==> src/sv/light_schedule_matcher_defines.svh <==
// Assertion macros shared by the light schedule matcher RTL.
`ifndef LIGHT_SCHEDULE_MATCHER_DEFINES_SVH
`define LIGHT_SCHEDULE_MATCHER_DEFINES_SVH

// Generic clocked assertion with an active-low reset that disables the check.
`define LSM_ASSERT(label, clk, rst_n, prop, msg) \
  label: assert property (@(posedge clk) disable iff (!rst_n) prop) else $error(msg);

// Same check on the standard clock and reset port names.
`define LSM_ASSERT_STD(label, prop, msg) \
  `LSM_ASSERT(label, clk_i, rst_ni, prop, msg)

`endif

==> src/sv/lsm_pkg.sv <==
// Types and constants of the light schedule matcher.
package lsm_pkg;

  localparam int ENTRIES = 8;
  localparam int IDX_W = (ENTRIES > 1) ? $clog2(ENTRIES) : 1;
  localparam int QUEUE_DEPTH = 2;

  localparam logic [16:0] SEC_PER_DAY = 17'd86400;
  localparam logic [2:0] WORKDAY_FIRST = 3'd1;
  localparam logic [2:0] WORKDAY_LAST = 3'd5;
  localparam logic [2:0] WEEKEND_FIRST = 3'd6;
  localparam logic [2:0] WEEKEND_LAST = 3'd7;

  typedef enum logic [1:0] {
    ENT_WORKDAY = 2'd0,
    ENT_RESTDAY = 2'd1,
    ENT_DATED   = 2'd2,
    ENT_NONE    = 2'd3
  } ent_type_e;

  typedef enum logic [1:0] {
    OP_WRITE = 2'd0,
    OP_SKIP  = 2'd1,
    OP_EVAL  = 2'd2
  } op_e;

  localparam logic CMD_WRITE = 1'b0;

  typedef struct packed {
    logic        cmd;
    logic [2:0]  slot;
    logic [2:0]  kind;
    logic [16:0] seconds_from;
    logic [16:0] seconds_to;
    logic [6:0]  entry_level;
    logic [6:0]  year_from;
    logic [6:0]  year_to;
    logic [3:0]  month_from;
    logic [3:0]  month_to;
    logic [4:0]  day_from;
    logic [4:0]  day_to;
  } in_item_t;

  typedef struct packed {
    logic       matched;
    logic [2:0] match_slot;
    logic [7:0] light_level;
  } out_item_t;

  // Classified command handed from the front to the back.
  typedef struct packed {
    op_e       op;
    ent_type_e etype;
    in_item_t  item;
  } cmd_t;

  // Time window part of one schedule entry.
  typedef struct packed {
    logic [16:0] start;
    logic [16:0] stop;
    logic [6:0]  level;
  } window_t;

  // Date range part of one schedule entry.
  typedef struct packed {
    logic [6:0] y_lo;
    logic [6:0] y_hi;
    logic [3:0] m_lo;
    logic [3:0] m_hi;
    logic [4:0] d_lo;
    logic [4:0] d_hi;
  } date_t;

  // Queue status and data seen by the back end.
  typedef struct packed {
    logic empty;
    cmd_t cmd;
  } queue_head_t;

endpackage

==> src/sv/lsm_front.sv <==
// Front end: accepts transactions, classifies them and queues them for the back end.
module lsm_front import lsm_pkg::*; (
  input  logic        clk_i,
  input  logic        rst_ni,
  input  logic        push,
  output logic        full,
  input  in_item_t    in_item_i,
  input  logic        q_pop_i,
  output queue_head_t q_head_o
);

  localparam int PTR_W = (QUEUE_DEPTH > 1) ? $clog2(QUEUE_DEPTH) : 1;
  localparam int CNT_W = $clog2(QUEUE_DEPTH + 1);

  cmd_t             mem_q [QUEUE_DEPTH];
  logic [PTR_W-1:0] wr_ptr_q, wr_ptr_d;
  logic [PTR_W-1:0] rd_ptr_q, rd_ptr_d;
  logic [CNT_W-1:0] cnt_q, cnt_d;
  logic             do_push, do_pop;
  cmd_t             cmd_new;

  // Sort the transaction: out-of-range slots become no-ops, unknown types become none.
  always_comb begin
    cmd_new.item = in_item_i;
    if (in_item_i.kind <= 3'(ENT_NONE)) begin
      cmd_new.etype = ent_type_e'(in_item_i.kind[1:0]);
    end else begin
      cmd_new.etype = ENT_NONE;
    end
    if (in_item_i.cmd != CMD_WRITE) begin
      cmd_new.op = OP_EVAL;
    end else if (7'(in_item_i.slot) < 7'(ENTRIES)) begin
      cmd_new.op = OP_WRITE;
    end else begin
      cmd_new.op = OP_SKIP;
    end
  end

  assign full     = (cnt_q == CNT_W'(QUEUE_DEPTH));
  assign do_push  = push && !full;
  assign do_pop   = q_pop_i && (cnt_q != '0);

  always_comb begin
    wr_ptr_d = wr_ptr_q;
    rd_ptr_d = rd_ptr_q;
    cnt_d    = cnt_q;
    if (do_push) begin
      wr_ptr_d = (wr_ptr_q == PTR_W'(QUEUE_DEPTH - 1)) ? '0 : wr_ptr_q + 1'b1;
    end
    if (do_pop) begin
      rd_ptr_d = (rd_ptr_q == PTR_W'(QUEUE_DEPTH - 1)) ? '0 : rd_ptr_q + 1'b1;
    end
    if (do_push && !do_pop) begin
      cnt_d = cnt_q + 1'b1;
    end else if (do_pop && !do_push) begin
      cnt_d = cnt_q - 1'b1;
    end
  end

  always_ff @(posedge clk_i or negedge rst_ni) begin
    if (!rst_ni) begin
      wr_ptr_q <= '0;
      rd_ptr_q <= '0;
      cnt_q    <= '0;
    end else begin
      wr_ptr_q <= wr_ptr_d;
      rd_ptr_q <= rd_ptr_d;
      cnt_q    <= cnt_d;
    end
  end

  always_ff @(posedge clk_i) begin
    if (do_push) begin
      mem_q[wr_ptr_q] <= cmd_new;
    end
  end

  assign q_head_o.empty = (cnt_q == '0);
  assign q_head_o.cmd   = mem_q[rd_ptr_q];

endmodule

==> src/sv/lsm_back.sv <==
// Back end: schedule tables, entry scan, light level and result register.
`include "light_schedule_matcher_defines.svh"

module lsm_back import lsm_pkg::*; (
  input  logic        clk_i,
  input  logic        rst_ni,
  input  queue_head_t q_head_i,
  output logic        q_pop_o,
  output logic        empty,
  input  logic        pop,
  output out_item_t   out_item_o
);

  localparam logic ST_IDLE = 1'b0;
  localparam logic ST_SCAN = 1'b1;
  localparam logic [IDX_W-1:0] IDX_LAST = IDX_W'(ENTRIES - 1);

  ent_type_e        type_q [ENTRIES];
  window_t          win_q  [ENTRIES];
  date_t            date_q [ENTRIES];

  logic             state_q, state_d;
  logic [IDX_W-1:0] idx_q, idx_d;
  in_item_t         ev_q;
  logic [7:0]       level_q, level_d;
  logic             res_valid_q, res_valid_d;
  out_item_t        res_q, res_d;
  logic             res_load, tbl_we, ev_load, out_free;
  logic             day_ok, win_ok, hit, last;
  window_t          win_cur;
  date_t            date_cur;
  logic [16:0]      now;

  assign win_cur  = win_q[idx_q];
  assign date_cur = date_q[idx_q];
  assign now      = ev_q.seconds_from;

  // Day check of the entry under the scan index.
  always_comb begin
    case (type_q[idx_q])
      ENT_WORKDAY: day_ok = (ev_q.kind >= WORKDAY_FIRST) && (ev_q.kind <= WORKDAY_LAST);
      ENT_RESTDAY: day_ok = (ev_q.kind >= WEEKEND_FIRST) && (ev_q.kind <= WEEKEND_LAST);
      ENT_DATED:   day_ok = (date_cur.y_lo <= ev_q.year_from) &&
                            (ev_q.year_from <= date_cur.y_hi) &&
                            (date_cur.m_lo <= ev_q.month_from) &&
                            (ev_q.month_from <= date_cur.m_hi) &&
                            (date_cur.d_lo <= ev_q.day_from) &&
                            (ev_q.day_from <= date_cur.d_hi);
      default:     day_ok = 1'b0;
    endcase
  end

  // Time window check; a window whose start lies after its end wraps past midnight.
  always_comb begin
    if (win_cur.start > win_cur.stop) begin
      win_ok = ((win_cur.start <= now) && (now <= SEC_PER_DAY)) || (now <= win_cur.stop);
    end else if (win_cur.start < win_cur.stop) begin
      win_ok = (win_cur.start <= now) && (now <= win_cur.stop);
    end else begin
      win_ok = 1'b0;
    end
  end

  assign hit      = day_ok && win_ok;
  assign last     = (idx_q == IDX_LAST);
  assign out_free = !res_valid_q || pop;

  always_comb begin
    state_d  = state_q;
    idx_d    = idx_q;
    level_d  = level_q;
    q_pop_o  = 1'b0;
    res_load = 1'b0;
    tbl_we   = 1'b0;
    ev_load  = 1'b0;
    res_d    = '0;
    res_d.light_level = level_q;
    case (state_q)
      ST_IDLE: begin
        if (!q_head_i.empty) begin
          if (q_head_i.cmd.op == OP_EVAL) begin
            q_pop_o = 1'b1;
            ev_load = 1'b1;
            idx_d   = '0;
            state_d = ST_SCAN;
          end else if (out_free) begin
            q_pop_o  = 1'b1;
            res_load = 1'b1;
            tbl_we   = (q_head_i.cmd.op == OP_WRITE);
          end
        end
      end
      ST_SCAN: begin
        if (hit || last) begin
          if (out_free) begin
            res_load = 1'b1;
            state_d  = ST_IDLE;
            if (hit) begin
              level_d           = {win_cur.level, 1'b0};
              res_d.matched     = 1'b1;
              res_d.match_slot  = 3'(idx_q);
              res_d.light_level = {win_cur.level, 1'b0};
            end
          end
        end else begin
          idx_d = idx_q + 1'b1;
        end
      end
      default: begin
        state_d = ST_IDLE;
      end
    endcase
  end

  assign res_valid_d = res_load || (res_valid_q && !pop);

  always_ff @(posedge clk_i or negedge rst_ni) begin
    if (!rst_ni) begin
      state_q     <= ST_IDLE;
      idx_q       <= '0;
      level_q     <= '0;
      res_valid_q <= 1'b0;
    end else begin
      state_q     <= state_d;
      idx_q       <= idx_d;
      level_q     <= level_d;
      res_valid_q <= res_valid_d;
    end
  end

  // Entry types reset to none so that unwritten entries never match.
  always_ff @(posedge clk_i or negedge rst_ni) begin
    if (!rst_ni) begin
      for (int i = 0; i < ENTRIES; i++) begin
        type_q[i] <= ENT_NONE;
      end
    end else if (tbl_we) begin
      type_q[IDX_W'(q_head_i.cmd.item.slot)] <= q_head_i.cmd.etype;
    end
  end

  always_ff @(posedge clk_i) begin
    if (tbl_we) begin
      win_q[IDX_W'(q_head_i.cmd.item.slot)] <= '{
        start: q_head_i.cmd.item.seconds_from,
        stop:  q_head_i.cmd.item.seconds_to,
        level: q_head_i.cmd.item.entry_level
      };
      date_q[IDX_W'(q_head_i.cmd.item.slot)] <= '{
        y_lo: q_head_i.cmd.item.year_from,
        y_hi: q_head_i.cmd.item.year_to,
        m_lo: q_head_i.cmd.item.month_from,
        m_hi: q_head_i.cmd.item.month_to,
        d_lo: q_head_i.cmd.item.day_from,
        d_hi: q_head_i.cmd.item.day_to
      };
    end
    if (ev_load) begin
      ev_q <= q_head_i.cmd.item;
    end
    if (res_load) begin
      res_q <= res_d;
    end
  end

  assign empty      = !res_valid_q;
  assign out_item_o = res_q;

  `LSM_ASSERT_STD(a_load_only_when_free, res_load |-> (!res_valid_q || pop), "result overwritten")
  `LSM_ASSERT_STD(a_pop_only_idle, q_pop_o |-> (state_q == ST_IDLE), "queue popped while busy")
  `LSM_ASSERT_STD(a_level_kept_on_miss, (res_load && !res_d.matched) |=> $stable(level_q), "level changed without a match")
  `LSM_ASSERT_STD(a_scan_ends_in_idle, (state_q == ST_SCAN && last && out_free) |=> (state_q == ST_IDLE), "scan ran past the last entry")

endmodule

==> src/sv/light_schedule_matcher.sv <==
// Top level of the light schedule matcher: front queue and back-end scanner.

// The light schedule matcher keeps eight schedule entries and the current light level.
// Both sides look like queues: a transaction is taken when push is high and full is low,
// and a result is taken when pop is high and empty is low; every input transaction
// returns exactly one result, in order. A write transaction stores one entry (type,
// time window, level and date ranges) and returns matched 0 with the level unchanged;
// writes to a slot beyond the table and unknown types are harmless. An evaluate
// transaction scans the entries in index order and the first one whose day rule and
// time window both match sets the level to twice its entry level. A front queue of two
// transactions decouples input from the back end, so up to two transactions can be
// waiting while a scan runs and while a result waits to be popped. The back end takes
// one transaction at a time from the head of the queue, and only while it is idle; a
// write also waits until the result register is free, and its result is registered as
// it is taken. An evaluate is first loaded and then steps over the entries in index
// order, up to all eight when nothing matches, because a single set of window and date
// comparators is stepped over the table; a result left waiting on the output stalls
// the back end. After reset all entries have type none and the level is zero.
module light_schedule_matcher import lsm_pkg::*; (
  input  logic      clk_i,
  input  logic      rst_ni,
  input  logic      push,
  output logic      full,
  input  in_item_t  in_item_i,
  output logic      empty,
  input  logic      pop,
  output out_item_t out_item_o
);

  queue_head_t q_head;
  logic        q_pop;

  // Front end: classifies each transaction and holds it until the back end is free.
  lsm_front u_front (
    .clk_i     (clk_i),
    .rst_ni    (rst_ni),
    .push      (push),
    .full      (full),
    .in_item_i (in_item_i),
    .q_pop_i   (q_pop),
    .q_head_o  (q_head)
  );

  // Back end: owns the tables and the level, scans entries and registers the result.
  lsm_back u_back (
    .clk_i      (clk_i),
    .rst_ni     (rst_ni),
    .q_head_i   (q_head),
    .q_pop_o    (q_pop),
    .empty      (empty),
    .pop        (pop),
    .out_item_o (out_item_o)
  );

endmodule
==> config.mk <==
export PLATFORM = sky130hd
export DESIGN_NAME = light_schedule_matcher
export DESIGN_NICKNAME = d
export VERILOG_FILES = /design/src/sv/lsm_pkg.sv /design/src/sv/lsm_front.sv /design/src/sv/lsm_back.sv /design/src/sv/light_schedule_matcher.sv
export VERILOG_INCLUDE_DIRS = /design/src /design/src/sv
export SDC_FILE = /design/constraint.sdc
export NUM_CORES = 1
export LEC_CHECK = 0
export ABC_AREA = 0
export BUFFER_PORTS_ARGS = -buffer_cell sky130_fd_sc_hd__buf_2
export CAP_MARGIN = 20
export CORE_UTILIZATION = 30
export DETAILED_ROUTE_END_ITERATION = 16
export HOLD_SLACK_MARGIN = 0.05
export PLACE_DENSITY = 0.4
export SLEW_MARGIN = 15
export SYNTH_ARGS = -nofsm -noshare
export SYNTH_HDL_FRONTEND = slang
export SYNTH_SLANG_ARGS = --single-unit
==> constraint.sdc <==
create_clock -name clk_i -period 7.64 [get_ports clk_i]
set_input_delay 1.528 -clock clk_i [delete_from_list [all_inputs] [get_ports clk_i]]
set_output_delay 1.528 -clock clk_i [all_outputs]
set_load 0.03 [all_outputs]
==> results of run 1 <==
==> where the power goes <==
part	total, mW	internal [mW]	switching (mW)	leakage (nW)
Combinational	4.19	1.75	2.44	3.46
Sequential	6.45	6.10	0.354	7.57
Clock	4.48	2.67	1.81	1.52
==> cell usage after synthesis (all sizes together), types with 2 or more instances <==
master	instances
o211a	2
o21a	2
nor2	23
clkbuf	34
dfstp	16
nand3	12
nor3	4
o21ai	19
edfxtp	795
and2	4
mux4	150
and3	4
a21o	4
a22oi	2
buf	23
or2	5
ha	86
inv	49
mux2	149
o22ai	4
nor4	3
a211o	3
xor2	2
nor2b	2
a21oi	35
dfrtp	16
mux2i	39
a221oi	2
xnor2	3
a211oi	5
nand2b	3
o211ai	2
nand4	11
nand2	33
==> path summary, 6_finish.rpt <==
check	startpoint	endpoint	slack, ns	cells past startpoint
setup / recovery	u_back.idx_q[0]	u_back.out_item_o[9]	2.13	12
hold / removal	u_back.level_q[1]	u_back.level_q[1]	0.50	1
setup reg to reg	u_back.idx_q[0]	u_back.out_item_o[9]	2.13	12
hold reg to reg	u_back.level_q[1]	u_back.level_q[1]	0.50	1
max in group asynchronous	rst_ni	u_back.idx_q[1]	5.95	1
min in group asynchronous	rst_ni	u_front.cnt_q[1]	1.00	1
==> through the flow <==
step | hold slack (ns) | worst slack, ns | power [mW]
6_report | 0.4991 | 2.132 | 15.12
5_1_grt | 0.5153 | 1.712 | 15.96
4_1_cts | 0.5032 | 1.936 | 15.46
3_5_place_dp | 0.4900 | 1.953 | 10.89
3_3_place_gp | 0.4842 | 2.123 | 10.83
2_1_floorplan | 0.4608 | 1.674 | 9.404
==> routing by layer <==
layer | vias to the layer above | share of wire, % | routed length (um)
li1 | 6738 | - | -
met1 | 7947 | 45 | 33380
met2 | 204 | 50 | 37500
met3 | 109 | 2.9 | 2131
met4 | 0 | 2.1 | 1554
met5 | - | 0 | 0
==> layout make-up <==
class                      count  area (um2)
fill                        9891       69410
timing repair buffer         128       783.3
multi-input combinational    626        7704
sequential                   827       24710
tap                         1403        1755
clock buffer                 114        2490
clock inverter                63       616.8
inverter                      49       186.4
==> registers in the layout, summed over array words and instances, names as in the netlist <==
| name | count |
|---|---|
| u_front.wr_ptr_q | 1 |
| u_back.res_valid_q | 1 |
| u_front.rd_ptr_q | 1 |
| u_back.ev_q | 19 |
| u_back.idx_q | 3 |
| u_back.level_q | 7 |
| u_front.cnt_q | 2 |
| u_back.state_q | 1 |
| u_back.type_q | 16 |
| u_front.mem_q | 164 |
| u_back.out_item_o | 11 |
| u_back.win_q | 328 |
| u_back.now | 17 |
| u_back.date_q | 256 |
==> logic make-up after synthesis <==
family,Yosys count
buf+inv,106
xor+xnor,5
other cells,1
simple gates,109
compound gates,87
flops,827
mux,338
fa+ha+maj,86
==> cell usage in the layout, fill, tap and decap left out, types with 19 or more instances in the layout <==
cell type  synthesis  routed
inv_1             49      46
ha_1              86      86
mux2i_1           38      38
nand2_1           33      33
buf_2              7      96
o21ai_0           19      19
mux4_2           150     150
edfxtp_1         795     795
a21oi_1           35      35
clkbuf_16          0      96
mux2_2           143     143
clkinv_1           0      20
clkinv_2           0      24
buf_4              2      27
==> results.sh, run 1 <==
export IMPL_status="complete, no violations"
export IMPL_worstMarginPinSlew_ns=0.9470
export IMPL_finalCritPeriodShare_pct=72.09
export IMPL_place_area_mm2=0.03514
export IMPL_final_core_util_pct=35.53
export IMPL_die_area_mm2=0.1105
export IMPL_syn_nets=1729
export IMPL_yosysTopAreaCell="edfxtp_1"
export IMPL_yosysWarnings=0
export IMPL_setup_tns_final_ns=0
export IMPL_synth_seq_cells=827
export IMPL_pin_count=98
export IMPL_synthMuxAreaShare_pct=16.64
export IMPL_path_clk_slew_ns=0.06
export IMPL_hold_viol_final=0
export IMPL_grt_setup_unrepaired="false"
export IMPL_cts_tree="built"
export IMPL_fin_cells=3210
export IMPL_period_needed_ns=5.508
export IMPL_final_nets=1897
export IMPL_grt_max_degree=55
export IMPL_fp_dieH_um=332.5
export IMPL_critPathBufInv=1
export IMPL_path_max_fanout=46
export IMPL_fmax_ghz=0.1816
export IMPL_synth_compound_area_share_pct=1.619
export IMPL_vdd_ir_drop_worst_mv=0.2081
export IMPL_routedWlPerCell_um=23.23
export IMPL_use_met2_pct=23.72
export IMPL_syn_cell_area_mm2=0.03276
export IMPL_finClkSkew_ns=0.02648
export IMPL_busiest_layer="met2"
export IMPL_final_area_mm2=0.03824
export IMPL_crit_arrival_ns=5.80
export IMPL_netlist_instances=1559
export IMPL_ys_types=54
export IMPL_path_cells="buf_12 -> mux4_2 -> mux2_2 -> ha_1 -> nand4_1 -> nor4_1 -> a21boi_1 -> or3b_1 -> o2111ai_1 -> o211a_2 -> o211a_1 -> nor2_1"
export IMPL_drc=0
export IMPL_cap_violations=0
export IMPL_p_leak_nw=12.55
export IMPL_h_tree_depth=3
export IMPL_globalRouteMet1Util_pct=17.51
export IMPL_row_count=120
export IMPL_avgSynthCellArea_um2=21.01
export IMPL_synth_seq_area_share_pct=75.37
export IMPL_cp_end_kind="flip-flop"
export IMPL_synth_main_ff_cell="edfxtp_1"
export IMPL_synthToLayoutAreaGrowth_pct=16.74
export IMPL_antenna_diode_count=0
export IMPL_first_pass_iters=4
export IMPL_hold_path_class="flip-flop to flip-flop"
export IMPL_fp_coreArea_mm2=0.1077
export IMPL_cts_buffer_depth=3
export IMPL_num_vias=15000
export IMPL_drtIter0Drc=919
export IMPL_worstSetupPathType="flip-flop to flip-flop"
export IMPL_start_util_pct=30.43
export IMPL_postCtsSetupBuffers=0
export IMPL_start_kind="flip-flop"
export IMPL_worst_skew_pair_late_latency_ns=0.67
export IMPL_drive_gt1_share_pct=33.26
export IMPL_grt_pass1_wl_um=110700
export IMPL_synth_top_cell_area_share_pct=72.87
export IMPL_grt_total_usage_pct=13.66
export IMPL_netlist_top_cells_area="edfxtp_1 (73%), mux4_2 (10%), mux2_2 (4.9%)"
export IMPL_grt_overflow=0
export IMPL_p_per_area_mw_per_mm2=395.3
export IMPL_avgViaCountPerCell=4.672
export IMPL_synthArstFlopShare_pct=3.869
export IMPL_antenna_left=0
export IMPL_synthAdderAreaFrac_pct=3.284
export IMPL_relSlewSlack_pct=36.64
export IMPL_synth_simple_gate_area_share_pct=1.654
export IMPL_cp_top_family="simple AND/OR/NAND/NOR gates"
export IMPL_antenna_found_initial=2
export IMPL_first_global_vias=16700
export IMPL_routed_wl_um=74570
export IMPL_dp_cells=3033
export IMPL_synth_edff_count=795
export IMPL_slew_viol_final=0
export IMPL_clock_sinks=827
export IMPL_worstPathRequired_ns=7.93
export IMPL_grtUsageMet3_pct=2.437
export IMPL_cts_resized=0
export IMPL_die_w_um=332.5
export IMPL_cpPeakStageDelay_ns=0.85
export IMPL_synth_xor_area_share_pct=0.1337
export IMPL_clock_root_buffer="clkbuf_16"
export IMPL_cp_slowest_cell="dfrtp_4"
export IMPL_setup_viol=0
export IMPL_gp_congestion=0.7647
export IMPL_postCtsHoldBufs=0
export IMPL_place_hpwl_um=43360
export IMPL_numCtsBuffers=95
export IMPL_portBuffers=96
export IMPL_synth_top_family_by_area="multiplexers"
(Power assumes the default switching activity.)
==> run 2: changes to the inputs <==
- clock period: 7.64 -> 5.1 ns (I/O delays scaled with it)
==> run 2 against run 1 <==
Net effect:
- clock skew grew 0.0042 ns
- hold slack lost 0.050 ns
- sequential power is 47% higher
- critical path type unchanged
- critical endpoint is now u_back.out_item_o[7]
- highest routed layer is now met5
==> results.sh, run 2 (synthesized netlist as in run 1, its figures left out) <==
export IMPL_critPathBufInv=2
export IMPL_p_int_mw=16.15
export IMPL_crit_top_cell="buf_12"
export IMPL_worstPathRequired_ns=5.51
export IMPL_cp_slowest_cell="dfrtp_4"
export IMPL_vdd_ir_drop_worst_mv=0.3157
export IMPL_r2r_cells=13
export IMPL_worstMarginPinSlew_ns=0.9475
export IMPL_fin_cells=3220
export IMPL_first_global_vias=16730
export IMPL_largest_reg_flops=328
export IMPL_place_hpwl_um=41760
export IMPL_h_tree_depth=3
export IMPL_first_pass_iters=6
export IMPL_swShare_pct=29.70
export IMPL_p_leak_nw=12.70
export IMPL_timing_final_ws_setup_ns=0.5560
export IMPL_seq_power_share_pct=41.2
export IMPL_die_w_um=332.5
export IMPL_path_max_fanout=40
export IMPL_fin_hold_ws_ns=0.4493
export IMPL_avgViaCountPerCell=4.660
export IMPL_clock_sinks=827
export IMPL_clock_root_buffer="clkbuf_16"
export IMPL_start_kind="flip-flop"
export IMPL_fp_dieH_um=332.5
export IMPL_cap_violations=0
export IMPL_pin_count=98
export IMPL_path_clk_slew_ns=0.06
export IMPL_worstSetupPathType="flip-flop to flip-flop"
export IMPL_grt_overflow=0
export IMPL_reg_top3="u_back.win_q: 328 flops, u_back.date_q: 256 flops, u_front.mem_q: 164 flops"
export IMPL_clkPwrFrac_pct=30.4
export IMPL_worst_skew_pair_late_latency_ns=0.67
export IMPL_period_needed_ns=4.544
export IMPL_nFillCells=9893
export IMPL_drive_gt1_share_pct=33.57
export IMPL_power_frac_comb_pct=28.4
export IMPL_synthToLayoutAreaGrowth_pct=17.84
export IMPL_crit_arrival_ns=4.96
export IMPL_numCtsBuffers=95
export IMPL_gp_congestion=0.7267
export IMPL_routed_wl_um=73430
export IMPL_grt_max_degree=79
export IMPL_p_switching_mw=6.823
export IMPL_final_nets=1907
export IMPL_hold_path_class="input pin to asynchronous set/reset pin"
export IMPL_routedWlPerCell_um=22.80
export IMPL_path_depth=13
export IMPL_portBuffers=96
export IMPL_top_register="u_back.win_q"
export IMPL_postCtsHoldBufs=0
export IMPL_die_area_mm2=0.1105
export IMPL_reg2reg_slack_ns=0.56
export IMPL_cp_top_family="multiplexers"
export IMPL_num_vias=15010
export IMPL_hold_viol_final=0
export IMPL_row_count=120
export IMPL_cts_tree="built"
export IMPL_dp_cells=3043
export IMPL_cp_end_kind="flip-flop"
export IMPL_drc=0
export IMPL_path_cells="buf_12 -> mux4_2 -> mux2i_1 -> ha_1 -> nand4_1 -> nor2_1 -> a221oi_1 -> or3b_1 -> a211o_1 -> o211a_2 -> nor3_4 -> buf_12 -> mux2_2"
export IMPL_p_per_area_mw_per_mm2=595.0
export IMPL_antenna_found_initial=2
export IMPL_cpPeakStageDelay_ns=0.56
export IMPL_finalCritPeriodShare_pct=89.10
export IMPL_cts_buffer_depth=3
export IMPL_finClkSkew_ns=0.03069
export IMPL_drtIter0Drc=891
export IMPL_grt_pass1_wl_um=109900
export IMPL_slew_viol_final=0
export IMPL_fmax_ghz=0.2201
export IMPL_grt_setup_unrepaired="false"
export IMPL_place_ws_ns=0.4459
export IMPL_start_util_pct=30.43
export IMPL_relSlewSlack_pct=36.68
export IMPL_postCtsSetupBuffers=0
export IMPL_status="complete, no violations"
export IMPL_setup_viol=0
export IMPL_final_common_cell="edfxtp_1"
export IMPL_grt_total_usage_pct=13.49
export IMPL_antenna_diode_count=0
export IMPL_antenna_left=0
export IMPL_cts_resized=0
export IMPL_fp_coreArea_mm2=0.1077
export IMPL_layout_common_cells="edfxtp_1 (795), mux4_2 (150), mux2_2 (143), clkbuf_16 (97), buf_2 (96)"
==> run 2: cell types whose count changed in the layout (fill, tap and decap cells not counted), sizes merged <==
cell and change:
buf +10, clkbuf +7, clkinv -6, bufinv +4
clkinvlp -3, inv -2
==> run 2: metrics by stage <==
step / util, % / TNS [ns] / instance area (um2) / power, mW
2_1_floorplan: - / -40.60 / 32770 / 14.08
3_3_place_gp: 32.85 / 0 / 35360 / 16.28
3_5_place_dp: 32.85 / 0 / 35360 / 16.40
4_1_cts: 35.86 / 0 / 38600 / 23.51
5_1_grt: 35.86 / 0 / 38600 / 24.31
6_report: 35.86 / 0 / 38600 / 22.97
==> run 2: path summary, 6_finish.rpt <==
check,from,to
max in group asynchronous,rst_ni,u_back.idx_q[0]
worst max register to register,u_back.idx_q[0],u_back.out_item_o[7]
worst min register to register,u_back.level_q[1],u_back.level_q[1]
min in group clk_i,u_back.level_q[1],u_back.level_q[1]
worst min-delay path,rst_ni,u_front.wr_ptr_q
worst max-delay path,u_back.idx_q[0],u_back.out_item_o[7]
==> run 2: final cells by class <==
| type | count | area, um2 | area share, % |
|---|---|---|---|
| sequential | 827 | 24710 | 64.00 |
| timing repair buffer | 138 | 1008 | 2.612 |
| clock buffer | 121 | 2567 | 6.651 |
| clock inverter | 56 | 674.4 | 1.747 |
| tap | 1403 | 1755 | 4.547 |
| inverter | 49 | 186.4 | 0.4829 |
| multi-input combinational | 626 | 7704 | 19.96 |
==> run 2: power by group through the flow <==
stage          sequential, mW  clock [mW]  combinational (mW)
3_5_place_dp             9.62           0                6.77
4_1_cts                  9.49        7.22                6.80
5_1_grt                  9.56        7.46                7.29
3_3_place_gp             9.60           0                6.68
6_report                 9.47        6.97                6.52
2_1_floorplan            9.57           0                4.51
==> run 2: routing by layer <==
layer,wire [um],track usage [%]
met1,32840,17.66
met2,36750,22.96
met3,2221,2.431
met4,1601,3.566
met5,13,0
==> run 3: changes to the inputs <==
- clock period: 5.1 -> 5.6 ns (I/O delays scaled with it)
==> run 3 against run 2 <==
Net effect:
- clock skew is 0.00079 ns lower
- non-clock buffer count down 4
- largest cell class unchanged
- critical endpoint unchanged
- final area decreased by 0.59%
- via count fell by 0.55%
- highest routed layer is now met4
- worst setup slack better by 0.27 ns
- first-iteration DRC count is 1.7% lower
==> results.sh, run 3 (synthesized netlist as in run 1, its figures left out) <==
export IMPL_numCtsBuffers=94
export IMPL_cp_end_kind="flip-flop"
export IMPL_r2r_cells=13
export IMPL_drtIter0Drc=876
export IMPL_crit_top_cell="mux2_2"
export IMPL_setup_tns_final_ns=0
export IMPL_fp_coreArea_mm2=0.1077
export IMPL_worstMarginPinSlew_ns=1.055
export IMPL_layout_common_cells="edfxtp_1 (795), mux4_2 (150), mux2_2 (143), clkbuf_16 (96), buf_2 (96)"
export IMPL_cap_violations=0
export IMPL_cpPeakStageDelay_ns=0.68
export IMPL_final_nets=1902
export IMPL_r2r_start="u_back.idx_q[0]"
export IMPL_path_depth=13
export IMPL_period_needed_ns=4.774
export IMPL_pin_count=98
export IMPL_slew_viol_final=0
export IMPL_grt_pass1_wl_um=110400
export IMPL_routed_wl_um=74140
export IMPL_worstPathRequired_ns=6.00
export IMPL_setup_viol=0
export IMPL_hold_viol_final=0
export IMPL_grt_max_degree=76
export IMPL_portBuffers=96
export IMPL_relSlewSlack_pct=29.53
export IMPL_path_clk_slew_ns=0.06
export IMPL_cp_top_family="multiplexers"
export IMPL_crit_arrival_ns=5.18
export IMPL_reg_top3="u_back.win_q: 328 flops, u_back.date_q: 256 flops, u_front.mem_q: 164 flops"
export IMPL_start_kind="flip-flop"
export IMPL_crit_start="u_back.idx_q[0]"
export IMPL_place_area_mm2=0.03535
export IMPL_path_max_fanout=39
export IMPL_routedWlPerCell_um=23.07
export IMPL_cp_slowest_cell="dfrtp_4"
export IMPL_num_vias=14920
export IMPL_largest_reg_flops=328
export IMPL_vdd_ir_drop_worst_mv=0.2963
export IMPL_start_util_pct=30.43
export IMPL_clock_sinks=827
export IMPL_h_tree_depth=3
export IMPL_finClkSkew_ns=0.02991
export IMPL_nFillCells=9957
export IMPL_cts_buffer_depth=3
export IMPL_critPathBufInv=2
export IMPL_r2r_end="u_back.out_item_o[7]"
export IMPL_drive_gt1_share_pct=32.97
export IMPL_final_area_mm2=0.03838
export IMPL_grt_total_usage_pct=13.64
export IMPL_fmax_ghz=0.2095
export IMPL_seqCellArea_mm2=0.02471
export IMPL_gp_congestion=0.7478
export IMPL_row_count=120
export IMPL_status="complete, no violations"
export IMPL_p_leak_nw=12.58
export IMPL_finalCritPeriodShare_pct=85.26
export IMPL_die_w_um=332.5
export IMPL_reg2reg_slack_ns=0.83
export IMPL_multiInputGateArea_mm2=0.007704
export IMPL_cts_tree="built"
export IMPL_path_cells="buf_12 -> mux4_2 -> mux2_2 -> ha_1 -> nand4_1 -> nor4_1 -> a21boi_1 -> or3b_1 -> o2111ai_1 -> o211a_2 -> nor3_4 -> buf_4 -> mux2_2"
export IMPL_antenna_left=0
export IMPL_postCtsHoldBufs=0
export IMPL_postCtsSetupBuffers=0
export IMPL_first_global_vias=16380
export IMPL_grt_setup_unrepaired="false"
export IMPL_synthToLayoutAreaGrowth_pct=17.14
export IMPL_grt_overflow=0
export IMPL_fp_dieH_um=332.5
export IMPL_cts_resized=0
export IMPL_hold_path_class="flip-flop to flip-flop"
export IMPL_worstSetupPathType="flip-flop to flip-flop"
export IMPL_antenna_diode_count=0
export IMPL_first_pass_iters=4
export IMPL_drc=0
export IMPL_die_area_mm2=0.1105
export IMPL_top_register="u_back.win_q"
export IMPL_p_per_area_mw_per_mm2=536.7
export IMPL_clock_root_buffer="clkbuf_16"
export IMPL_final_common_cell="edfxtp_1"
export IMPL_avgViaCountPerCell=4.643
export IMPL_worst_skew_pair_late_latency_ns=0.66
export IMPL_critical_path_endpoint="u_back.out_item_o[7]"
export IMPL_place_hpwl_um=43740
export IMPL_antenna_found_initial=0
## run 3: changes by cell type in the layout (fill, tap and decap cells not counted), sizes merged
cell      change
buf           -4
bufinv        -6
clkbuf        -3
clkinv        +5
clkinvlp      +2
## run 3: report_power, final
group          total, mW  switching [mW]  internal [mW]  leakage [nW]
clock network       5.99            2.46           3.53          1.48
logic               5.85            3.40           2.45          3.52
registers           8.76           0.439           8.32          7.57
total               20.6            6.30           14.3          12.6
## run 3: cell type report
cell class                      count  area share [%]
Tap cell                         1403           4.574
Multi-Input combinational cell    626           20.07
Clock buffer                      118           6.501
Sequential cell                   827           64.38
Timing Repair Buffer              134           2.582
Inverter                           49          0.4858
Clock inverter                     57           1.402
## run 3: worst min-delay path by stage
stage | from | endpoint | cells after the start
finish | u_back.level_q[3] | u_back.level_q[3] | 1
global route | u_back.level_q[4] | u_back.level_q[4] | 1
floorplan | u_front.wr_ptr_q | u_front.wr_ptr_q | 1
global placement | u_back.level_q[6] | u_back.level_q[6] | 1
detailed placement | u_back.level_q[3] | u_back.level_q[3] | 1
CTS | u_front.cnt_q[1] | u_front.cnt_q[1] | 1
## run 3: layer usage
layer	wire length (um)	global-route usage [%]	vias up	share of wire (%)
li1	-	-	6741	-
met1	33400	17.88	7868	45
met2	37110	23.27	202	50
met3	1942	2.303	112	2.6
met4	1689	3.674	0	2.3
met5	0	0	-	0
## run 3: per-stage QoR
step / hold WS, ns / util, % / power (mW) / worst slack [ns] / instances
3_5_place_dp: 0.4931 / 32.83 / 14.94 / 0.7385 / 3039
6_report: 0.5020 / 35.65 / 20.60 / 0.8256 / 3214
5_1_grt: 0.5244 / 35.65 / 21.76 / 0.5236 / 3214
4_1_cts: 0.5043 / 35.65 / 21.04 / 0.7287 / 3214
3_3_place_gp: 0.4830 / 32.83 / 14.84 / 0.7834 / 3039
2_1_floorplan: 0.4608 / - / 12.83 / 0.04198 / 1559
